<file path="src/hw/rtl/qat_pkg.sv">
// Shared types, codes and sizes for the quoted argument tokenizer.
package qat_pkg;

  // Default line length; positions count modulo this value.
  localparam int unsigned QAT_MAX_LINE = 4096;

  // Depth of the event queue between the front and back parts.
  localparam int unsigned QAT_EVQ_DEPTH = 4;

  // Width of the reported position fields.
  localparam int unsigned POS_OUT_W = 12;

  // Byte values that the scanner recognizes.
  localparam logic [7:0] CH_NUL   = 8'd0;
  localparam logic [7:0] CH_TAB   = 8'd9;
  localparam logic [7:0] CH_SPACE = 8'd32;
  localparam logic [7:0] CH_DQUOTE = 8'd34;
  localparam logic [7:0] CH_SQUOTE = 8'd39;

  // Result kinds.
  localparam logic [2:0] KIND_TOKEN          = 3'd0;
  localparam logic [2:0] KIND_DONE_OK        = 3'd1;
  localparam logic [2:0] KIND_DONE_EMPTY     = 3'd2;
  localparam logic [2:0] KIND_UNCLOSED_SINGLE = 3'd3;
  localparam logic [2:0] KIND_UNCLOSED_DOUBLE = 3'd4;
  localparam logic [2:0] KIND_EMPTY_SINGLE   = 3'd5;
  localparam logic [2:0] KIND_EMPTY_DOUBLE   = 3'd6;

  // One classified byte: an optional token followed by an optional closing result.
  typedef struct packed {
    logic                 tok_v;
    logic [POS_OUT_W-1:0] tok_start;
    logic [POS_OUT_W-1:0] tok_end;
    logic                 tail_v;
    logic [2:0]           tail_kind;
  } qat_evt_t;

endpackage

</file>
<file path="src/hw/rtl/quoted_argument_tokenizer_unit.sv">
// Top level of the quoted argument tokenizer: front scanner, event queue, result stage.
// Throughput: one byte per cycle while the event queue has room; a byte that closes a
//   token and the line yields two result items, the token first and then the closing result.
// Path: the event is written into the event queue when its byte is accepted, and the result
//   register loads from the queue head when it is free or being popped.
// Reset (synchronous, rst_n low): line state, event queue pointers and result valid flag clear.
module quoted_argument_tokenizer_unit
  import qat_pkg::*;
#(
  parameter int unsigned MAX_LINE  = QAT_MAX_LINE,
  parameter int unsigned EVQ_DEPTH = QAT_EVQ_DEPTH
) (
  input  logic                 clk,
  input  logic                 rst_n,
  input  logic                 push,
  output logic                 full,
  input  logic [7:0]           in_char_byte,
  output logic                 empty,
  input  logic                 pop,
  output logic [2:0]           out_kind,
  output logic [POS_OUT_W-1:0] out_token_start,
  output logic [POS_OUT_W-1:0] out_token_end,
  output logic                 out_last
);

  logic     byte_v;
  logic     fr_evt_v;
  qat_evt_t fr_evt;
  logic     q_v;
  qat_evt_t q_evt;
  logic     q_pop;

  // A byte is taken only while the event queue has room for its event.
  assign byte_v = push && !full;

  qat_front #(
    .MAX_LINE (MAX_LINE)
  ) u_front (
    .clk       (clk),
    .rst_n     (rst_n),
    .byte_v    (byte_v),
    .char_byte (in_char_byte),
    .evt_v     (fr_evt_v),
    .evt       (fr_evt)
  );

  qat_evq #(
    .DEPTH (EVQ_DEPTH)
  ) u_evq (
    .clk     (clk),
    .rst_n   (rst_n),
    .wr_v    (fr_evt_v),
    .wr_data (fr_evt),
    .full    (full),
    .rd_pop  (q_pop),
    .rd_v    (q_v),
    .rd_data (q_evt)
  );

  qat_back u_back (
    .clk         (clk),
    .rst_n       (rst_n),
    .evt_v       (q_v),
    .evt         (q_evt),
    .evt_pop     (q_pop),
    .empty       (empty),
    .pop         (pop),
    .kind        (out_kind),
    .token_start (out_token_start),
    .token_end   (out_token_end),
    .last        (out_last)
  );

endmodule

</file>
<file path="src/hw/rtl/qat_front.sv">
// Front part: scans line bytes, tracks word state and emits classified events.
module qat_front
  import qat_pkg::*;
#(
  parameter int unsigned MAX_LINE = QAT_MAX_LINE
) (
  input  logic       clk,
  input  logic       rst_n,
  input  logic       byte_v,
  input  logic [7:0] char_byte,
  output logic       evt_v,
  output qat_evt_t   evt
);

  localparam int unsigned PW = $clog2(MAX_LINE);
  localparam logic [PW-1:0] POS_LAST = PW'(MAX_LINE - 1);

  // Scanner modes.
  localparam logic [2:0] MODE_IDLE   = 3'd0;
  localparam logic [2:0] MODE_PLAIN  = 3'd1;
  localparam logic [2:0] MODE_SINGLE = 3'd2;
  localparam logic [2:0] MODE_DOUBLE = 3'd3;
  localparam logic [2:0] MODE_SKIP   = 3'd4;

  logic [2:0]    mode_r, mode_nxt;
  logic [PW-1:0] pos_r, pos_nxt;
  logic [PW-1:0] ws_r, ws_nxt;
  logic          sodd_r, sodd_nxt;
  logic          dodd_r, dodd_nxt;
  logic          any_r, any_nxt;

  logic [PW-1:0] pos_inc;
  logic [PW-1:0] pos_dec;
  logic [PW+POS_OUT_W-1:0] ws_ext;
  logic [PW+POS_OUT_W-1:0] dec_ext;
  logic          white;
  logic          is_quote;

  // Wrapping neighbors of the current position.
  assign pos_inc = (pos_r == POS_LAST) ? '0 : pos_r + 1'b1;
  assign pos_dec = (pos_r == '0) ? POS_LAST : pos_r - 1'b1;
  assign ws_ext  = {{POS_OUT_W{1'b0}}, ws_r};
  assign dec_ext = {{POS_OUT_W{1'b0}}, pos_dec};
  assign white   = (char_byte == CH_TAB) || (char_byte == CH_SPACE);
  assign is_quote = (mode_r == MODE_SINGLE) ? (char_byte == CH_SQUOTE)
                                            : (char_byte == CH_DQUOTE);

  // Next state and event for one accepted byte.
  always_comb begin
    mode_nxt = mode_r;
    pos_nxt  = pos_r;
    ws_nxt   = ws_r;
    sodd_nxt = sodd_r;
    dodd_nxt = dodd_r;
    any_nxt  = any_r;
    evt           = '0;
    evt.tok_start = ws_ext[POS_OUT_W-1:0];
    evt.tok_end   = dec_ext[POS_OUT_W-1:0];
    if (byte_v) begin
      pos_nxt = pos_inc;
      if (char_byte == CH_NUL) begin
        // The terminator closes the open word and reports the line, unless an error already ended it.
        unique case (mode_r)
          MODE_PLAIN: begin
            evt.tail_v = 1'b1;
            if (sodd_r) begin
              evt.tail_kind = KIND_UNCLOSED_SINGLE;
            end else if (dodd_r) begin
              evt.tail_kind = KIND_UNCLOSED_DOUBLE;
            end else begin
              evt.tok_v     = 1'b1;
              evt.tail_kind = KIND_DONE_OK;
            end
          end
          MODE_SINGLE: begin
            evt.tail_v    = 1'b1;
            evt.tail_kind = KIND_UNCLOSED_SINGLE;
          end
          MODE_DOUBLE: begin
            evt.tail_v    = 1'b1;
            evt.tail_kind = KIND_UNCLOSED_DOUBLE;
          end
          MODE_SKIP: begin
          end
          default: begin
            evt.tail_v    = 1'b1;
            evt.tail_kind = any_r ? KIND_DONE_OK : KIND_DONE_EMPTY;
          end
        endcase
        mode_nxt = MODE_IDLE;
        pos_nxt  = '0;
        ws_nxt   = '0;
        sodd_nxt = 1'b0;
        dodd_nxt = 1'b0;
        any_nxt  = 1'b0;
      end else begin
        unique case (mode_r)
          MODE_SKIP: begin
          end
          MODE_PLAIN: begin
            // A plain word ends at whitespace, with its quote parity checked.
            if (white) begin
              if (sodd_r) begin
                evt.tail_v    = 1'b1;
                evt.tail_kind = KIND_UNCLOSED_SINGLE;
                mode_nxt      = MODE_SKIP;
              end else if (dodd_r) begin
                evt.tail_v    = 1'b1;
                evt.tail_kind = KIND_UNCLOSED_DOUBLE;
                mode_nxt      = MODE_SKIP;
              end else begin
                evt.tok_v = 1'b1;
                any_nxt   = 1'b1;
                mode_nxt  = MODE_IDLE;
              end
            end else if (char_byte == CH_SQUOTE) begin
              sodd_nxt = ~sodd_r;
            end else if (char_byte == CH_DQUOTE) begin
              dodd_nxt = ~dodd_r;
            end
          end
          MODE_SINGLE, MODE_DOUBLE: begin
            // A quoted word ends at the matching quote.
            if (is_quote) begin
              if (pos_r == ws_r) begin
                evt.tail_v    = 1'b1;
                evt.tail_kind = (mode_r == MODE_SINGLE) ? KIND_EMPTY_SINGLE
                                                        : KIND_EMPTY_DOUBLE;
                mode_nxt      = MODE_SKIP;
              end else begin
                evt.tok_v = 1'b1;
                any_nxt   = 1'b1;
                mode_nxt  = MODE_IDLE;
              end
            end
          end
          default: begin
            // Between words: a non-separator byte opens a new word.
            mode_nxt = MODE_IDLE;
            if (!white) begin
              sodd_nxt = 1'b0;
              dodd_nxt = 1'b0;
              if (char_byte == CH_SQUOTE) begin
                mode_nxt = MODE_SINGLE;
                ws_nxt   = pos_inc;
              end else if (char_byte == CH_DQUOTE) begin
                mode_nxt = MODE_DOUBLE;
                ws_nxt   = pos_inc;
              end else begin
                mode_nxt = MODE_PLAIN;
                ws_nxt   = pos_r;
              end
            end
          end
        endcase
      end
    end
  end

  assign evt_v = byte_v && (evt.tok_v || evt.tail_v);

  // Line state registers.
  always_ff @(posedge clk) begin
    if (!rst_n) begin
      mode_r <= MODE_IDLE;
      pos_r  <= '0;
      ws_r   <= '0;
      sodd_r <= 1'b0;
      dodd_r <= 1'b0;
      any_r  <= 1'b0;
    end else begin
      mode_r <= mode_nxt;
      pos_r  <= pos_nxt;
      ws_r   <= ws_nxt;
      sodd_r <= sodd_nxt;
      dodd_r <= dodd_nxt;
      any_r  <= any_nxt;
    end
  end

endmodule

</file>
<file path="src/hw/rtl/qat_evq.sv">
// Event queue: a small register FIFO between the front and back parts.
module qat_evq
  import qat_pkg::*;
#(
  parameter int unsigned DEPTH = QAT_EVQ_DEPTH
) (
  input  logic     clk,
  input  logic     rst_n,
  input  logic     wr_v,
  input  qat_evt_t wr_data,
  output logic     full,
  input  logic     rd_pop,
  output logic     rd_v,
  output qat_evt_t rd_data
);

  localparam int unsigned AW = (DEPTH > 1) ? $clog2(DEPTH) : 1;
  localparam int unsigned CW = $clog2(DEPTH + 1);
  localparam logic [AW-1:0] PTR_LAST = AW'(DEPTH - 1);
  localparam logic [CW-1:0] CNT_FULL = CW'(DEPTH);

  qat_evt_t      mem_r [DEPTH];
  logic [AW-1:0] wp_r, wp_nxt;
  logic [AW-1:0] rp_r, rp_nxt;
  logic [CW-1:0] cnt_r, cnt_nxt;
  logic          do_wr;
  logic          do_rd;

  assign full    = (cnt_r == CNT_FULL);
  assign rd_v    = (cnt_r != '0);
  assign rd_data = mem_r[rp_r];
  assign do_wr   = wr_v && !full;
  assign do_rd   = rd_pop && rd_v;

  // Pointer and fill count update.
  always_comb begin
    wp_nxt  = wp_r;
    rp_nxt  = rp_r;
    cnt_nxt = cnt_r;
    if (do_wr) begin
      wp_nxt = (wp_r == PTR_LAST) ? '0 : wp_r + 1'b1;
    end
    if (do_rd) begin
      rp_nxt = (rp_r == PTR_LAST) ? '0 : rp_r + 1'b1;
    end
    if (do_wr && !do_rd) begin
      cnt_nxt = cnt_r + 1'b1;
    end else if (!do_wr && do_rd) begin
      cnt_nxt = cnt_r - 1'b1;
    end
  end

  always_ff @(posedge clk) begin
    if (!rst_n) begin
      wp_r  <= '0;
      rp_r  <= '0;
      cnt_r <= '0;
    end else begin
      wp_r  <= wp_nxt;
      rp_r  <= rp_nxt;
      cnt_r <= cnt_nxt;
    end
  end

  // Entry storage.
  always_ff @(posedge clk) begin
    if (do_wr) begin
      mem_r[wp_r] <= wr_data;
    end
  end

endmodule

</file>
<file path="src/hw/rtl/qat_back.sv">
// Back part: expands events into result items and holds them in an output register.
module qat_back
  import qat_pkg::*;
(
  input  logic                 clk,
  input  logic                 rst_n,
  input  logic                 evt_v,
  input  qat_evt_t             evt,
  output logic                 evt_pop,
  output logic                 empty,
  input  logic                 pop,
  output logic [2:0]           kind,
  output logic [POS_OUT_W-1:0] token_start,
  output logic [POS_OUT_W-1:0] token_end,
  output logic                 last
);

  logic                 out_v_r, out_v_nxt;
  logic                 phase_r, phase_nxt;
  logic [2:0]           kind_r;
  logic [POS_OUT_W-1:0] start_r;
  logic [POS_OUT_W-1:0] end_r;
  logic                 last_r;
  logic                 taken;
  logic                 load;
  logic                 send_tok;
  logic                 head_done;

  // The token of an event goes out before its closing result.
  assign taken     = pop && out_v_r;
  assign load      = evt_v && (!out_v_r || taken);
  assign send_tok  = evt.tok_v && !phase_r;
  assign head_done = !send_tok || !evt.tail_v;
  assign evt_pop   = load && head_done;

  always_comb begin
    out_v_nxt = out_v_r;
    phase_nxt = phase_r;
    if (load) begin
      out_v_nxt = 1'b1;
      phase_nxt = !head_done;
    end else if (taken) begin
      out_v_nxt = 1'b0;
    end
  end

  always_ff @(posedge clk) begin
    if (!rst_n) begin
      out_v_r <= 1'b0;
      phase_r <= 1'b0;
    end else begin
      out_v_r <= out_v_nxt;
      phase_r <= phase_nxt;
    end
  end

  // Result payload register.
  always_ff @(posedge clk) begin
    if (load) begin
      kind_r  <= send_tok ? KIND_TOKEN : evt.tail_kind;
      start_r <= send_tok ? evt.tok_start : '0;
      end_r   <= send_tok ? evt.tok_end : '0;
      last_r  <= !send_tok;
    end
  end

  assign empty       = !out_v_r;
  assign kind        = kind_r;
  assign token_start = start_r;
  assign token_end   = end_r;
  assign last        = last_r;

endmodule

</file>
<file path="config.mk">
export PLATFORM = sky130hd
export DESIGN_NAME = quoted_argument_tokenizer_unit
export DESIGN_NICKNAME = d
export VERILOG_FILES = /design/src/hw/rtl/qat_pkg.sv /design/src/hw/rtl/quoted_argument_tokenizer_unit.sv /design/src/hw/rtl/qat_front.sv /design/src/hw/rtl/qat_evq.sv /design/src/hw/rtl/qat_back.sv
export SDC_FILE = /design/constraint.sdc
export NUM_CORES = 1
export LEC_CHECK = 0
export ABC_AREA = 1
export BUFFER_PORTS_ARGS = -buffer_cell sky130_fd_sc_hd__buf_2
export CORE_MARGIN = 2
export CORE_UTILIZATION = 35
export DETAILED_ROUTE_END_ITERATION = 16
export GPL_TIMING_DRIVEN = 0
export PLACE_DENSITY_LB_ADDON = 0.2
export SLEW_MARGIN = 20
export SYNTH_ARGS = -nofsm -noshare
export SYNTH_HDL_FRONTEND = slang
export SYNTH_SLANG_ARGS = --single-unit
</file>
<file path="constraint.sdc">
create_clock -name clk -period 4.4 [get_ports clk]
set_input_delay 0.22 -clock clk [delete_from_list [all_inputs] [get_ports clk]]
set_output_delay 0.22 -clock clk [all_outputs]
set_load 0.01 [all_outputs]
</file>
==> impl_metrics.json, run 1 <==
{
  "status": "complete, no violations",
  "placed_cell_area_sq_um": 9330,
  "worstMarginPinSlew_ns": 0.757,
  "layout_common_cells": "154 x nor2_1, 144 x edfxtp_1, 135 x nand2_1, 80 x o21ai_0, 73 x inv_1",
  "power_density_nw_per_um2": 529,
  "syn2layout_area_growth_pct": 16.1,
  "hold_path_depth": 3,
  "rsz0062_at_grt": "no",
  "rrSetupSlack_ns": 1.70,
  "start_util": 0.354,
  "htree_levels": 4,
  "timing.final.max_slew_violations": 0,
  "core.rowCount": 57,
  "crit_cells": 18,
  "yosys_most_used_dff": "edfxtp_1",
  "routabilityCongestion": 0.871,
  "syn_area_sq_um": 8560,
  "setup-violations-final": 0,
  "timing.final.crit_period_ns": 2.70,
  "setup.worst_path.start_class": "register",
  "finClkSkew_ns": 0.0155,
  "antenna_found_initial": 0,
  "vias": 6069,
  "wl_met3_um": 541,
  "diodes": 0,
  "die_area_sq_um": 25700,
  "post-route-period-util": 0.614,
  "boundaryPins": 42,
  "path_common_cell": "nand2_1",
  "leakage_nw": 3.78,
  "worstRegToRegCells": 18,
  "ys_seq_elements": 185,
  "ys_warn_count": 0,
  "reg2reg_from": "u_front.pos_r[1]$_SDFFE_PN0P_",
  "crit_type": "register to register",
  "slowest_stage": "dfxtp_1",
  "final_common_cell": "nor2_1",
  "worstSkewPairLatency_ns": 0.43,
  "cpPeakStageDelay_ns": 0.49,
  "yosysSeqAreaShare": 0.601,
  "chipWidth_um": 160,
  "clock-sinks": 185,
  "hold_violations": 0,
  "worstPathArrival_ns": 3.06,
  "numCtsBuffers": 17,
  "grt_overflow": 0,
  "cts_buffer_depth": 2,
  "ir_drop_mv": 0.249,
  "grt_pass1_vias": 5754,
  "synth_edf_count": 144,
  "holdCritStartpoint": "rst_n",
  "path_buf_inv": 2,
  "synth.distinct_cells": 40,
  "die_h_um": 160,
  "drv_cap": 0,
  "remaining_drc_errors": 0,
  "ant_nets": 0,
  "drt-met1-wl_mm": 9.60,
  "finalInstanceArea_sq_um": 9940,
  "dp_hpwl_mm": 14.2,
  "slew-limit-headroom": 0.492,
  "hp-class": "input pin to register",
  "clk_pin_slew_worst_paths_ns": 0.07,
  "track_usage": 0.161,
  "crit_chain": "inv_1 > nand2_1 > nand2_1 > nor2_1 > nand2_1 > nor2_2 > nand4_2 > nand2_1 > nand2_2 > nand2_4 > ha_1 > inv_1 > fa_1 > nor2_1 > nor2_1 > nand2_1 > o21ai_0 > a21oi_1",
  "first_pass_iters": 5,
  "topRoutingLayerUsed": "met4",
  "via_per_inst": 4.69,
  "finalSetupTns_ns": 0,
  "synth_cells": 891,
  "ys_async_sr_fraction": 0,
  "endpoint_kind": "register",
  "nets": 978,
  "ctsResizeCount": 0,
  "grt_max_degree": 24,
  "cts_tree": "built",
  "avgRoutedWirePerCell_um": 15.4,
  "crit_fanout": 6,
  "fmax_ghz": 0.370,
  "crit_required_ns": 4.76,
  "avgSynthCellArea_sq_um": 9.61,
  "post_cts_buffers": 0,
  "cts-root-buf": "clkbuf_16",
  "hold_ws_ns": 0.0867,
  "worstHoldEndpoint": "u_evq.cnt_r[0]$_SDFFE_PN0P_",
  "drt-initial-drc-count": 402,
  "grt_pass1_wl_mm": 32.1,
  "core_sq_um": 24200,
  "critical_path.top_delay_family": "simple AND/OR/NAND/NOR gates",
  "wirelength_mm": 19.9,
  "routed-wl-met2_mm": 9.53,
  "ctsHoldBuffers": 0,
  "port_buffers": 41,
  "r2r_end": "u_evq.cnt_r[2]$_SDFFE_PN0P_",
  "layout-drive-gt1-share": 0.169,
  "syn_nets": 913
}
==> registers in the layout, indices dropped and copies added (netlist names), named ones only <==
signal,cells
u_back.token_end,12
u_back.out_v_r,1
u_evq.rp_r,2
u_front.dodd_r,1
u_front.mode_r,3
u_back.last,1
u_front.pos_r,12
u_front.ws_r,12
u_evq.cnt_r,3
u_back.kind,3
u_front.any_r,1
u_evq.wp_r,2
u_back.phase_r,1
u_evq.mem_r,116
u_front.sodd_r,1
u_back.token_start,12
==> cells by family (layout without fill, tap and decap cells) <==
kind of cell,after synthesis,count (layout),share of synthesized area
flip-flops,185,185,0.601
AND/OR/NAND/NOR,387,387,0.205
adder cells (fa/ha/maj),10,10,0.0155
AO/OA/AOI/OAI,171,171,0.106
XOR/XNOR,7,7,0.00716
buffers and inverters,131,209,0.0650
==> layout make-up <==
cell class | count | area, sq um
Inverter | 91 | 344
Sequential cell | 185 | 5140
Clock inverter | 15 | 185
Timing Repair Buffer | 46 | 328
Multi-Input combinational cell | 575 | 2890
Buffer | 40 | 213
Fill cell | 2350 | 14200
Tap cell | 324 | 405
Clock buffer | 17 | 425
==> report_power, final <==
group / internal [mW] / switching (mW) / total, mW
Combinational: 0.470 / 0.998 / 1.47
Sequential: 2.14 / 0.0748 / 2.21
Clock: 0.863 / 0.710 / 1.57
Total: 3.47 / 1.78 / 5.25
==> tightest hold or removal path, cell delays in order <==
cell     delay, ns
buf_2         0.14
o21ai_0       0.07
a21oi_1       0.04
==> synth_stat cells, types with 2 or more instances <==
library cell	number	share of area
nor2_1	154	0.068
edfxtp_1	144	0.51
nand2_1	135	0.059
o21ai_0	80	0.047
inv_1	73	0.032
a21oi_1	67	0.039
dfxtp_1	41	0.096
nand3_1	34	0.020
nand2_2	18	0.013
inv_2	16	0.0070
clkbuf_1	13	0.0057
buf_2	11	0.0064
nor2_2	11	0.0080
o211ai_1	11	0.0096
buf_4	9	0.0079
ha_1	9	0.013
nand4_1	9	0.0066
nor3_1	7	0.0041
buf_1	5	0.0022
nor2_4	5	0.0066
nor3_4	5	0.0095
nand3_2	4	0.0047
o22ai_1	4	0.0029
xor2_1	4	0.0041
xnor2_1	3	0.0031
a211oi_1	2	0.0018
a31oi_1	2	0.0015
buf_6	2	0.0026
nand2_4	2	0.0026
==> worst max path at each step <==
| stage | slack [ns] | startpoint | to |
|---|---|---|---|
| 3_3_place_gp | -0.35 | u_evq.cnt_r[0]$_SDFFE_PN0P_ | u_evq.cnt_r[1]$_SDFFE_PN0P_ |
| 2_1_floorplan | 0.91 | u_evq.cnt_r[0]$_SDFFE_PN0P_ | u_evq.cnt_r[1]$_SDFFE_PN0P_ |
| 6_report | 1.70 | u_front.pos_r[1]$_SDFFE_PN0P_ | u_evq.cnt_r[2]$_SDFFE_PN0P_ |
| 5_1_grt | 1.53 | u_front.pos_r[1]$_SDFFE_PN0P_ | u_evq.cnt_r[2]$_SDFFE_PN0P_ |
| 3_5_place_dp | 1.69 | u_front.pos_r[1]$_SDFFE_PN0P_ | u_evq.cnt_r[2]$_SDFFE_PN0P_ |
| 4_1_cts | 1.68 | u_front.pos_r[1]$_SDFFE_PN0P_ | u_evq.cnt_r[2]$_SDFFE_PN0P_ |
==> stage by stage <==
stage | setup WS [ns] | total power, mW | cells | utilization
final | 1.70 | 5.25 | 1293 | 0.411
after global routing | 1.53 | 5.55 | 1293 | 0.411
after CTS | 1.68 | 5.31 | 1293 | 0.411
after detailed placement | 1.69 | 3.74 | 1261 | 0.386
after global placement | -0.354 | 3.69 | 1256 | 0.379
after floorplan | 0.908 | 3.22 | 891 | -
==> metal layers <==
| layer | global-route usage | up-vias |
|---|---|---|
| met1 | 0.217 | 2841 |
| li1 | - | 3131 |
| met3 | 0.0287 | 12 |
| met4 | 0.0418 | 0 |
| met5 | 0 | - |
| met2 | 0.268 | 85 |
No activity file was read; power rests on OpenSTA's default activity.
==> inputs of run 2 (changes only) <==
- clock period: 4.4 -> 2.7 ns (I/O delays scaled with it)
==> run 2 against run 1 <==
Against the previous run: wire length is 3.6% higher; hold slack better by 0.096 ns; clock power is 54% higher; cell count is 0.70% higher; via count is 1.8% higher; largest cell class unchanged.
==> impl_metrics.json, run 2 (synthesis gave the netlist of run 1 again) <==
{
  "p_sw_mw": 2.94,
  "finClkSkew_ns": 0.0124,
  "setup-violations-final": 0,
  "endpoint_kind": "register",
  "timing.final.crit_period_ns": 2.47,
  "remaining_drc_errors": 0,
  "core.rowCount": 57,
  "cts_buffer_depth": 2,
  "fin_cells": 1302,
  "htree_levels": 4,
  "timing.final.max_slew_violations": 0,
  "final_common_cell": "nor2_1",
  "leakage_nw": 3.83,
  "grt_pass1_vias": 5815,
  "dp_hpwl_mm": 14.0,
  "post-route-period-util": 0.916,
  "clock-sinks": 185,
  "drt-initial-drc-count": 411,
  "clock_power_share": 0.284,
  "crit_fanout": 6,
  "drv_cap": 0,
  "hold_violations": 0,
  "numCtsBuffers": 17,
  "switching_share": 0.346,
  "syn2layout_area_growth_pct": 17.3,
  "grt_max_degree": 22,
  "diodes": 0,
  "worstSkewPairLatency_ns": 0.43,
  "port_buffers": 41,
  "crit_required_ns": 3.06,
  "via_per_inst": 4.75,
  "power_density_nw_per_um2": 846,
  "slew-limit-headroom": 0.502,
  "clk_pin_slew_worst_paths_ns": 0.07,
  "fmax_ghz": 0.404,
  "cts_tree": "built",
  "vias": 6181,
  "finalInstanceArea_sq_um": 10000,
  "placedCellCount": 1260,
  "track_usage": 0.163,
  "p_comb_frac": 0.290,
  "placed_cell_area_sq_um": 9300,
  "boundaryPins": 42,
  "ant_nets": 0,
  "hold_path_depth": 4,
  "crit_type": "register to register",
  "ir_drop_mv": 0.412,
  "die_h_um": 160,
  "worstPathArrival_ns": 2.84,
  "layout-drive-gt1-share": 0.195,
  "die_area_sq_um": 25700,
  "hp-class": "input pin to register",
  "layout_common_cells": "151 x nor2_1, 144 x edfxtp_1, 134 x nand2_1, 79 x o21ai_0, 69 x inv_1",
  "antenna_found_initial": 0,
  "chipWidth_um": 160,
  "finish.utilization": 0.415,
  "avgRoutedWirePerCell_um": 15.8,
  "status": "complete, no violations",
  "setup.worst_path.start_class": "register",
  "worstMarginPinSlew_ns": 0.743,
  "grt_pass1_wl_mm": 32.1,
  "largest_reg_flops": 116,
  "first_pass_iters": 5,
  "core_sq_um": 24200,
  "worstRegToRegCells": 19,
  "intPower_mw": 5.55,
  "nets": 987,
  "grt_overflow": 0,
  "pwr-share-seq": 0.426,
  "routabilityCongestion": 0.869,
  "start_util": 0.354,
  "cts-root-buf": "clkbuf_16",
  "fill_cells": 2407,
  "wirelength_mm": 20.6,
  "largest_register": "u_evq.mem_r"
}
run 2: cell count changes in the layout (fill, tap and decap cells not counted), moves of 2 or more:
cell	previous run	this run
buf_12	2	4
buf_2	52	49
buf_4	9	15
clkbuf_4	0	2
clkinv_4	0	2
dfxtp_1	41	30
dfxtp_2	0	10
inv_1	73	69
inv_2	16	20
nor2_1	154	151
nor2_2	7	9
run 2: what timing repair did:
item,4_1_cts,5_1_grt
setup buffers,0,8
hold endpoints to repair,4,0
hold buffers,1,0
cloned,1,0
pin swaps,1,9
resized for setup,2,28
endpoints found under the setup margin,2,36
run 2: through the flow:
stage	total power, mW	worst slack [ns]	hold slack, ns	setup TNS, ns
6_report	8.50	0.227	0.183	0
2_1_floorplan	5.26	0.272	0.273	0
5_1_grt	8.99	-0.00522	0.240	-0.00522
4_1_cts	8.50	0.0399	0.166	0
3_5_place_dp	6.03	-0.109	0.442	-0.202
3_3_place_gp	6.02	-0.742	0.441	-79.34
run 2: final timing paths:
path                                 start                     endpoint  slack [ns]
max          u_front.pos_r[5]$_SDFFE_PN0P_  u_evq.cnt_r[2]$_SDFFE_PN0P_        0.23
min                                    pop  u_back.out_v_r$_SDFFE_PN0P_        0.18
max reg2reg  u_front.pos_r[5]$_SDFFE_PN0P_  u_evq.cnt_r[2]$_SDFFE_PN0P_        0.23
min reg2reg     u_front.any_r$_SDFFE_PN0P_   u_front.any_r$_SDFFE_PN0P_        0.45
run 2: worst max-delay path: stages, from the launching register on:
cell     delay (ns)
dfxtp_1        0.33
buf_6          0.13
inv_2          0.06
nand2_1        0.06
nand2_1        0.07
nor2_2         0.14
nand2_1        0.09
nor2_2         0.16
nand4_2        0.12
nand2_2        0.12
nand2_4        0.07
nand2_4        0.06
ha_1           0.13
inv_1          0.08
fa_2           0.39
nor2_1         0.11
nor2_1         0.04
nand2_1        0.08
o21ai_1        0.06
a21oi_1        0.12
run 2: final cells by class:
| class | count | area (sq um) | share of cell area |
|---|---|---|---|
| plain buffers | 40 | 224 | 0.0223 |
| clock buffers | 18 | 429 | 0.0427 |
| clock inverters | 14 | 140 | 0.0140 |
| inverters | 91 | 344 | 0.0343 |
| multi-input cells | 576 | 2940 | 0.293 |
| flip-flops and latches | 185 | 5160 | 0.514 |
| well taps | 324 | 405 | 0.0404 |
| repair buffers | 54 | 395 | 0.0394 |
run 2: metal layers:
metal | up-vias | track usage | routed length, um
met1 | 2885 | 0.217 | 9580
met3 | 19 | 0.0354 | 825
met5 | - | 0 | 0
met4 | 0 | 0.0405 | 247
met2 | 122 | 0.272 | 9930
li1 | 3155 | - | -
run 2: power groups by stage:
stage | registers (mW) | clock network (mW) | logic [mW]
floorplan | 3.79 | 0 | 1.47
global placement | 3.67 | 0 | 2.34
detailed placement | 3.68 | 0 | 2.35
CTS | 3.62 | 2.46 | 2.43
global route | 3.65 | 2.60 | 2.75
finish | 3.62 | 2.42 | 2.46
